`src/hdl/pbu_pkg.sv`:
```
// Package for the packed 4bpp bitmap unpacker.
// Holds field widths, configuration register indexes and the shared struct types.
// No dependencies.
package pbu_pkg;

  localparam int unsigned ByteW    = 8;
  localparam int unsigned DimW     = 16;
  localparam int unsigned ColW     = 17;
  localparam int unsigned CfgIdxW  = 3;
  localparam int unsigned CfgDataW = 16;

  localparam logic [ByteW-1:0] PixTransparent = 8'hFF;
  localparam logic [ByteW-1:0] PixOpaqueZero  = 8'h00;
  localparam logic [ColW-1:0]  PadNibbles     = 17'd4;

  localparam logic [DimW-1:0]  ResetWidth  = 16'd16;
  localparam logic [DimW-1:0]  ResetHeight = 16'd16;

  typedef enum logic [CfgIdxW-1:0] {
    REG_IMAGE_WIDTH      = 3'd0,
    REG_IMAGE_HEIGHT     = 3'd1,
    REG_PALETTE_BASE     = 3'd2,
    REG_TRANSPARENT_MODE = 3'd3,
    REG_PADDING_MODE     = 3'd4
  } cfg_reg_e;

  // One result word.
  typedef struct packed {
    logic [ByteW-1:0] value;
    logic             row_end;
    logic             image_end;
    logic             run_last;
  } pixel_t;

  // Position status of the byte at the input, from the counter block.
  typedef struct packed {
    logic skip;         // stored row is empty: byte is dropped, counters hold
    logic v0;           // high nibble is a visible pixel
    logic v1;           // low nibble is a visible pixel
    logic re0;          // high nibble ends the visible row
    logic re1;          // low nibble ends the visible row
    logic at_last_row;  // current row is the last one of the image
  } pos_t;

endpackage

```
`src/hdl/pbu_pos.sv`:
```
// Column and row position tracking for the packed 4bpp bitmap unpacker.
// Depends on pbu_pkg.
module pbu_pos (
  input  logic                     clk_i,
  input  logic                     rst_ni,
  input  logic [pbu_pkg::DimW-1:0] width_i,
  input  logic [pbu_pkg::DimW-1:0] height_i,
  input  logic                     pad_i,
  input  logic                     advance_i,
  output pbu_pkg::pos_t            pos_o
);
  import pbu_pkg::*;

  logic [ColW-1:0] col_q, col_d;
  logic [DimW-1:0] row_q, row_d;

  logic [ColW-1:0] vis;
  logic [ColW-1:0] stored;
  logic [ColW-1:0] x, x_p1, x_p2;
  logic [DimW-1:0] last_row;
  logic            at_last;
  logic            wraps;
  logic            skip;

  // Odd widths are rounded down to even.
  assign vis    = {1'b0, width_i[DimW-1:1], 1'b0};
  assign stored = vis + (pad_i ? PadNibbles : '0);
  assign skip   = (stored == '0);

  // A stale column beyond the stored row restarts the row.
  assign x    = (col_q >= stored) ? '0 : col_q;
  assign x_p1 = x + ColW'(1);
  assign x_p2 = x + ColW'(2);

  // Zero height wraps to the largest row index, i.e. 65536 rows.
  assign last_row = height_i - DimW'(1);
  assign at_last  = (row_q >= last_row);
  assign wraps    = (x_p2 >= stored);

  assign pos_o.skip        = skip;
  assign pos_o.v0          = (x < vis);
  assign pos_o.v1          = (x_p1 < vis);
  assign pos_o.re0         = (x_p1 == vis);
  assign pos_o.re1         = (x_p2 == vis);
  assign pos_o.at_last_row = at_last;

  always_comb begin
    col_d = col_q;
    row_d = row_q;
    if (advance_i && !skip) begin
      if (wraps) begin
        col_d = '0;
        row_d = at_last ? '0 : row_q + DimW'(1);
      end else begin
        col_d = x_p2;
      end
    end
  end

  always_ff @(posedge clk_i or negedge rst_ni) begin
    if (!rst_ni) begin
      col_q <= '0;
      row_q <= '0;
    end else begin
      col_q <= col_d;
      row_q <= row_d;
    end
  end

endmodule

```
`src/hdl/packed_4bpp_bitmap_unpacker.sv`:
```
// Top level of the packed 4bpp bitmap unpacker: configuration registers,
// nibble mapping, pixel pair buffer and output register.
// Depends on pbu_pkg and pbu_pos.
//
// Usage:
//   The input channel (in_valid_i / in_stall_o / packed_byte_i) takes one packed
//   byte per word, high nibble being the left pixel. The output channel
//   (out_valid_o / out_stall_i and the pixel fields) delivers one palette index
//   per word, with row_end_o, image_end_o and run_last_o marking the last
//   visible pixel of a row, of the image, and of the pixels of one byte.
//   A byte gives zero, one or two pixels; padding nibbles and bytes that fall
//   entirely in the padding area produce nothing.
//   A byte is registered into the pair buffer at the edge that accepts it, and
//   its first pixel moves from there into the output register once that
//   register is free. The output register emits one pixel per cycle while the
//   receiver does not stall, so a byte with two visible pixels occupies it for
//   both of them; bytes that yield no pixel are taken every cycle. The byte is
//   decoded in the accept cycle into a two-entry pair buffer, which is refilled
//   in the same cycle its last entry moves out. Reset clears the column and row
//   counters, empties both buffers and loads the default configuration (16 x 16
//   pixels, base 0, both modes off). When the receiver stalls, the output word
//   holds; once the pair buffer is also occupied, in_stall_o rises and input
//   stops until the output drains. Configuration registers are written through
//   cfg_we_i / cfg_idx_i / cfg_data_i; the user must do so only while the block
//   is idle, which the block does not enforce. Unknown indexes are ignored.
module packed_4bpp_bitmap_unpacker (
  input  logic                         clk_i,
  input  logic                         rst_ni,
  // configuration write port
  input  logic                         cfg_we_i,
  input  logic [pbu_pkg::CfgIdxW-1:0]  cfg_idx_i,
  input  logic [pbu_pkg::CfgDataW-1:0] cfg_data_i,
  // byte input
  input  logic                         in_valid_i,
  output logic                         in_stall_o,
  input  logic [pbu_pkg::ByteW-1:0]    packed_byte_i,
  // pixel output
  output logic                         out_valid_o,
  input  logic                         out_stall_i,
  output logic [pbu_pkg::ByteW-1:0]    pixel_value_o,
  output logic                         row_end_o,
  output logic                         image_end_o,
  output logic                         run_last_o
);
  import pbu_pkg::*;

  // Configuration registers.
  logic [DimW-1:0]  width_q;
  logic [DimW-1:0]  height_q;
  logic [ByteW-1:0] base_q;
  logic             transp_q;
  logic             pad_q;

  always_ff @(posedge clk_i or negedge rst_ni) begin
    if (!rst_ni) begin
      width_q  <= ResetWidth;
      height_q <= ResetHeight;
      base_q   <= '0;
      transp_q <= 1'b0;
      pad_q    <= 1'b0;
    end else if (cfg_we_i) begin
      case (cfg_reg_e'(cfg_idx_i))
        REG_IMAGE_WIDTH:      width_q  <= cfg_data_i;
        REG_IMAGE_HEIGHT:     height_q <= cfg_data_i;
        REG_PALETTE_BASE:     base_q   <= cfg_data_i[ByteW-1:0];
        REG_TRANSPARENT_MODE: transp_q <= cfg_data_i[0];
        REG_PADDING_MODE:     pad_q    <= cfg_data_i[0];
        default: ;
      endcase
    end
  end

  // A zero nibble is either transparent or color 0; anything else is offset
  // by the palette base, wrapping at 256.
  function automatic logic [ByteW-1:0] map_nibble(logic [3:0] nib,
                                                  logic [ByteW-1:0] base,
                                                  logic transp);
    logic [ByteW-1:0] res;
    if (nib == 4'd0) begin
      res = transp ? PixTransparent : PixOpaqueZero;
    end else begin
      res = {4'd0, nib} + base;
    end
    return res;
  endfunction

  // Handshake state.
  logic       out_valid_q, out_valid_d;
  pixel_t     out_q, out_d;
  pixel_t     pair_q [2];
  pixel_t     pair_d [2];
  logic [1:0] cnt_q, cnt_d;

  logic   out_free;
  logic   pop;
  logic   accept;
  pos_t   pos;
  pixel_t new0, new1;

  assign out_free   = !out_valid_q || !out_stall_i;
  assign pop        = out_free && (cnt_q != 2'd0);
  // Input is taken only if the pair buffer is empty after this cycle's move.
  assign in_stall_o = (cnt_q == 2'd2) || ((cnt_q == 2'd1) && !out_free);
  assign accept     = in_valid_i && !in_stall_o;

  pbu_pos u_pos (
    .clk_i    (clk_i),
    .rst_ni   (rst_ni),
    .width_i  (width_q),
    .height_i (height_q),
    .pad_i    (pad_q),
    .advance_i(accept),
    .pos_o    (pos)
  );

  always_comb begin
    new0.value     = map_nibble(packed_byte_i[7:4], base_q, transp_q);
    new0.row_end   = pos.re0;
    new0.image_end = pos.re0 && pos.at_last_row;
    new0.run_last  = !pos.v1;
    new1.value     = map_nibble(packed_byte_i[3:0], base_q, transp_q);
    new1.row_end   = pos.re1;
    new1.image_end = pos.re1 && pos.at_last_row;
    new1.run_last  = 1'b1;
  end

  always_comb begin
    out_valid_d = out_valid_q;
    out_d       = out_q;
    pair_d[0]   = pair_q[0];
    pair_d[1]   = pair_q[1];
    cnt_d       = cnt_q;

    if (pop) begin
      out_valid_d = 1'b1;
      out_d       = pair_q[0];
      pair_d[0]   = pair_q[1];
      cnt_d       = cnt_q - 2'd1;
    end else if (out_free) begin
      out_valid_d = 1'b0;
    end

    if (accept) begin
      pair_d[0] = new0;
      pair_d[1] = new1;
      if (pos.v1) begin
        cnt_d = 2'd2;
      end else if (pos.v0) begin
        cnt_d = 2'd1;
      end else begin
        cnt_d = 2'd0;
      end
    end
  end

  always_ff @(posedge clk_i or negedge rst_ni) begin
    if (!rst_ni) begin
      out_valid_q <= 1'b0;
      cnt_q       <= 2'd0;
    end else begin
      out_valid_q <= out_valid_d;
      cnt_q       <= cnt_d;
    end
  end

  // Payload registers carry no reset.
  always_ff @(posedge clk_i) begin
    out_q     <= out_d;
    pair_q[0] <= pair_d[0];
    pair_q[1] <= pair_d[1];
  end

  assign out_valid_o   = out_valid_q;
  assign pixel_value_o = out_q.value;
  assign row_end_o     = out_q.row_end;
  assign image_end_o   = out_q.image_end;
  assign run_last_o    = out_q.run_last;

endmodule

```
`config.mk`:
```
export PLATFORM = sky130hd
export DESIGN_NAME = packed_4bpp_bitmap_unpacker
export DESIGN_NICKNAME = d
export VERILOG_FILES = /design/src/hdl/pbu_pkg.sv /design/src/hdl/pbu_pos.sv /design/src/hdl/packed_4bpp_bitmap_unpacker.sv
export SDC_FILE = /design/constraint.sdc
export NUM_CORES = 1
export LEC_CHECK = 0
export BUFFER_PORTS_ARGS = -buffer_cell sky130_fd_sc_hd__buf_4
export CAP_MARGIN = 5
export CORE_ASPECT_RATIO = 0.6
export CORE_UTILIZATION = 60
export DETAILED_ROUTE_END_ITERATION = 7
export PLACE_DENSITY_LB_ADDON = 0.1
export SYNTH_ARGS = -nofsm -noshare
export SYNTH_HDL_FRONTEND = slang
export SYNTH_SLANG_ARGS = --single-unit
```
`constraint.sdc`:
```
create_clock -name clk_i -period 15.7 [get_ports clk_i]
set_input_delay 3.925 -clock clk_i [delete_from_list [all_inputs] [get_ports clk_i]]
set_output_delay 3.925 -clock clk_i [all_outputs]
set_load 0.02 [all_outputs]
```
==> report_table.html <==
<table>
<tr><th>Metric</th><th>Value</th></tr>
<tr><th colspan="2">Yosys</th></tr>
<tr><td>Proportion of synthesized flip-flops having asynchronous set or reset</td><td>a little over two thirds</td></tr>
<tr><td>Mapped Area</td><td>a little under 0.009 mm²</td></tr>
<tr><td>Simple-gate share of the synthesized area</td><td>between 20% and 30%</td></tr>
<tr><td>Synthesis-stage register bit count</td><td>~110</td></tr>
<tr><td>Synthesis warning total</td><td>0</td></tr>
<tr><td>Syn Nets</td><td>about 1100</td></tr>
<tr><td>Number of enable flip-flop cells after synthesis</td><td>32</td></tr>
<tr><td>Post-synthesis sequential area ratio</td><td>between 30 and 40%</td></tr>
<tr><td>Largest family of logic cells by synthesized area</td><td>simple AND/OR/NAND/NOR gates</td></tr>
<tr><td>Leading register cell type out of synthesis</td><td>sky130_fd_sc_hd__dfrtp_1</td></tr>
<tr><td>Share of cell area taken by muxes after synthesis</td><td>3.25%</td></tr>
<tr><td>Adder-cell area share of the yosys netlist</td><td>between 10% and 20%</td></tr>
<tr><td>Compound-cell area share of the yosys netlist</td><td>around 18%</td></tr>
<tr><td>Number of unique standard cell types used by synthesis</td><td>a little under 80</td></tr>
<tr><td>Syn Inst Count</td><td>1011</td></tr>
<tr><td>Post-Synth XOR/XNOR Area</td><td>6.73%</td></tr>
<tr><td>Synthesized area per cell</td><td>around 8.8 µm²</td></tr>
<tr><th colspan="2">Pwr</th></tr>
<tr><td>Leakage power total</td><td>around 0.0040 µW</td></tr>
<tr><td>Worst IR Drop VDD</td><td>around 0.081 mV</td></tr>
<tr><td>Pwr Density</td><td>~130 mW/mm²</td></tr>
<tr><th colspan="2">Final layout</th></tr>
<tr><td>Ant diodes</td><td>0</td></tr>
<tr><td>Synthesis-to-finish area growth</td><td>7.96%</td></tr>
<tr><td>Number of fill cells in the layout</td><td>approximately 1200</td></tr>
<tr><td>Non-filler cells, final</td><td>1225</td></tr>
<tr><td>Fraction of final layout cells with drive strength greater than 1</td><td>~11%</td></tr>
<tr><td>Final Net Count</td><td>roughly 1100</td></tr>
<tr><td>Cell area after layout</td><td>~0.0096 mm²</td></tr>
<tr><th colspan="2">Floorplanning</th></tr>
<tr><td>Number of cell rows</td><td>34</td></tr>
<tr><td>Number of top-level pins</td><td>45</td></tr>
<tr><td>Total die area</td><td>0.0154 mm²</td></tr>
<tr><td>Area of the placeable core</td><td>roughly 0.015 mm²</td></tr>
<tr><td>Die span in x</td><td>approximately 160 µm</td></tr>
<tr><td>Effective utilization at floorplan</td><td>approximately three fifths</td></tr>
<tr><td>Die span in y</td><td>~96 µm</td></tr>
<tr><th colspan="2">CTS</th></tr>
<tr><td>Post_cts resized</td><td>0</td></tr>
<tr><td>Sink count of the clock tree</td><td>109</td></tr>
<tr><td>Count of buffers added by post-CTS timing repair for setup</td><td>0</td></tr>
<tr><td>Max Root-Sink Buffers</td><td>2</td></tr>
<tr><td>Insertion delay to the later sink of the worst-skew pair</td><td>roughly 0.37 ns</td></tr>
<tr><td>TritonCTS clock tree</td><td>yes</td></tr>
<tr><td>Number of buffers created by CTS</td><td>9</td></tr>
<tr><td>Buffer type at the clock tree root</td><td>sky130_fd_sc_hd__clkbuf_16</td></tr>
<tr><td>Clock slew at the register clock pins of the worst setup and hold paths</td><td>roughly 0.08 ns</td></tr>
<tr><td>CTS H-tree depth</td><td>3</td></tr>
<tr><td>Post-cts hold buffer count</td><td>0</td></tr>
<tr><th colspan="2">Global route</th></tr>
<tr><td>Tot GR Track Use</td><td>33.8%</td></tr>
<tr><td>Maximum number of pins on one net before global-route repair</td><td>78</td></tr>
<tr><td>Met1 Usage GRT</td><td>50.1%</td></tr>
<tr><td>Global-route wire length before repair</td><td>39.5 mm</td></tr>
<tr><td>Peak-usage layer in the global routing report</td><td>met1</td></tr>
<tr><td>Initial antenna violation count</td><td>0</td></tr>
<tr><td>Met2 layer usage reported by global route</td><td>approximately 46%</td></tr>
<tr><td>Number of global-route vias before repair</td><td>just over 7000</td></tr>
<tr><td>Aggregate global routing overflow</td><td>0</td></tr>
<tr><td>Met3 global-route usage</td><td>a little under an eighth</td></tr>
<tr><th colspan="2">Hold path</th></tr>
<tr><td>Path type of the worst min-delay path</td><td>flip-flop to flip-flop</td></tr>
<tr><th colspan="2">Critical path</th></tr>
<tr><td>WP data arrival</td><td>about 4.5 ns</td></tr>
<tr><td>Worst Path Max Fanout</td><td>3</td></tr>
<tr><td>Worst setup SP type</td><td>primary input</td></tr>
<tr><td>Worst Path Required</td><td>11.77 ns</td></tr>
<tr><td>Kind of end point of the critical path</td><td>output pin</td></tr>
<tr><td>Crit Path Class</td><td>primary input to output pin</td></tr>
<tr><th colspan="2">Run</th></tr>
<tr><td>Max-capacitance violation count</td><td>0</td></tr>
<tr><th colspan="2">Timing</th></tr>
<tr><td>Number of max-slew violations in the final report</td><td>0</td></tr>
<tr><td>Final count of hold timing violations</td><td>0</td></tr>
<tr><td>Count of endpoints failing setup in the final report</td><td>0</td></tr>
<tr><td>Max Fclk</td><td>119 MHz</td></tr>
<tr><td>Final worst-path cycle share</td><td>between 50% and 60%</td></tr>
<tr><td>Post-Route Hold Slack</td><td>roughly 0.42 ns</td></tr>
<tr><td>Setup repair after global routing missed its margin</td><td>no</td></tr>
<tr><td>Slew Limit Headroom</td><td>roughly 28%</td></tr>
<tr><td>Final critical delay including setup and external delays</td><td>around 8.4 ns</td></tr>
<tr><td>Transition time at the pin with the least slew margin</td><td>roughly 1.1 ns</td></tr>
<tr><td>Final sum of negative setup slack</td><td>0 ns</td></tr>
<tr><td>Worst setup skew after layout</td><td>~0.0096 ns</td></tr>
<tr><th colspan="2">Route</th></tr>
<tr><td>Router iterations before antenna repair</td><td>5</td></tr>
<tr><td>Number of vias in the routed layout</td><td>between 7000 and 8000</td></tr>
<tr><td>Final WL</td><td>between 20 and 30 mm</td></tr>
<tr><td>Violation count after the first detailed-routing iteration</td><td>slightly below 900</td></tr>
<tr><td>Number of nets with antenna violations after routing</td><td>0</td></tr>
<tr><td>Average vias per placed instance</td><td>between 6 and 7</td></tr>
<tr><td>Final routed wire length divided by cell count</td><td>around 21 µm</td></tr>
<tr><td>DR DRC count</td><td>0</td></tr>
<tr><th colspan="2">Outcome</th></tr>
<tr><td>Status</td><td>complete, no violations</td></tr>
<tr><th colspan="2">Placement</th></tr>
<tr><td>HPWL reported at the end of detailed placement</td><td>~20 mm</td></tr>
<tr><td>Number of port buffers</td><td>44</td></tr>
<tr><td>Cell area after placement</td><td>0.00933 mm²</td></tr>
<tr><td>Number of placed cells counting well taps</td><td>between 1000 and 1500</td></tr>
<tr><td>GPL Wtd Cong</td><td>around 1</td></tr>
</table>
==> layout by cell type (no fill, tap or decap), types with 7 or more instances in the layout <==
master                      count
sky130_fd_sc_hd__a211oi_1      11
sky130_fd_sc_hd__a21o_1        14
sky130_fd_sc_hd__a21oi_1       35
sky130_fd_sc_hd__and2_1         8
sky130_fd_sc_hd__and3_1        22
sky130_fd_sc_hd__buf_4         52
sky130_fd_sc_hd__clkbuf_16      9
sky130_fd_sc_hd__dfrtp_1       75
sky130_fd_sc_hd__edfxtp_1      32
sky130_fd_sc_hd__ha_1          92
sky130_fd_sc_hd__inv_1         54
sky130_fd_sc_hd__mux2_2        24
sky130_fd_sc_hd__nand2_1       95
sky130_fd_sc_hd__nand2b_1       7
sky130_fd_sc_hd__nand3_1       34
sky130_fd_sc_hd__nand4_1       21
sky130_fd_sc_hd__nor2_1        83
sky130_fd_sc_hd__nor2b_1        9
sky130_fd_sc_hd__nor3_1        35
sky130_fd_sc_hd__nor4_1        28
sky130_fd_sc_hd__o21a_1         8
sky130_fd_sc_hd__o21ai_0       67
sky130_fd_sc_hd__o31ai_1       14
sky130_fd_sc_hd__o32ai_1       12
sky130_fd_sc_hd__or3_1          9
sky130_fd_sc_hd__xnor2_1       46
sky130_fd_sc_hd__xor2_1        20
==> Yosys cell counts (all sizes together), types with 11 or more instances <==
master   n  area (µm²)
nand4   22         144
nor3    37         195
a21oi   36         184
dfrtp   75        1880
nor4    30         200
clkbuf  31         116
inv     54         203
xor2    20         175
xnor2   46         403
o31ai   14         105
buf     21         136
mux2    24         270
nand3   35         180
a211oi  11        82.6
and3    22         138
edfxtp  32         961
nand2   95         357
o32ai   13         121
ha      92        1150
a21o    14         105
nor2    84         318
o21ai   72         360
==> cell families after synthesis <==
group / Yosys count
AOI/OAI and AO/OA: 230
xor gates and xnor gates: 67
buffers and inverters: 107
adders and majority gates: 95
muxes: 26
and+or+nand+nor: 377
DFF: 109
==> per-layer routing <==
metal  share of wire, %  vias to the layer above
met4                1.1                        4
met1                 48                     3815
met3                 12                       32
met2                 39                      378
met5               0.41                        -
li1                   -                     3758
==> flip-flops by register name, summed over array words and instances, names as in the netlist <==
register	flops
row_end_o	1
run_last_o	1
width_q	15
u_pos.row_q	16
u_pos.col_q	17
out_valid_o	1
pixel_value_o	8
image_end_o	1
base_q	8
pad_q	1
height_q	16
cnt_q	2
transp_q	1
pair_q	21
==> worst max-delay path, cell delays in order <==
cell and delay (ns):
sky130_fd_sc_hd__buf_4 0.12, sky130_fd_sc_hd__a31oi_1 0.19, sky130_fd_sc_hd__inv_1 0.06, sky130_fd_sc_hd__buf_4 0.15
==> power breakdown <==
| part | total (µW) | internal, µW | switching (µW) |
|---|---|---|---|
| clock | 238 | 115 | 123 |
| combinational | 527 | 208 | 320 |
| sequential | 446 | 379 | 67.0 |
| total | 1210 | 702 | 510 |
==> final timing paths <==
path,from,endpoint,slack [ns],depth (start not counted)
max in group asynchronous,rst_ni,width_q[10],11.29,1
max reg2reg,width_q[2],u_pos.col_q[6],7.58,28
min,pair_q[0][1],image_end_o,0.42,0
min reg2reg,pair_q[0][1],image_end_o,0.42,0
min in group asynchronous,rst_ni,base_q[1],3.74,1
max,out_stall_i,in_stall_o,7.32,4
==> layout make-up <==
class                           count  area (µm²)  area share [%]
Timing Repair Buffer               52         390            4.05
Clock buffer                        9         225            2.34
Multi-Input combinational cell    795        5600            58.1
Inverter                           55         206            2.14
Tap cell                          198         248            2.57
Sequential cell                   109        2890            30.0
Clock inverter                      7        81.3           0.844
==> metrics by stage <==
stage / util [%] / setup WS [ns] / total power, µW
global route: 66.4 / 7.11 / 1290
CTS: 66.4 / 7.32 / 1200
floorplan: - / 7.54 / 802
global placement: 64.3 / 7.33 / 949
detailed placement: 64.3 / 7.32 / 961
finish: 66.4 / 7.32 / 1210
No activity file was read; power rests on OpenSTA's default activity.
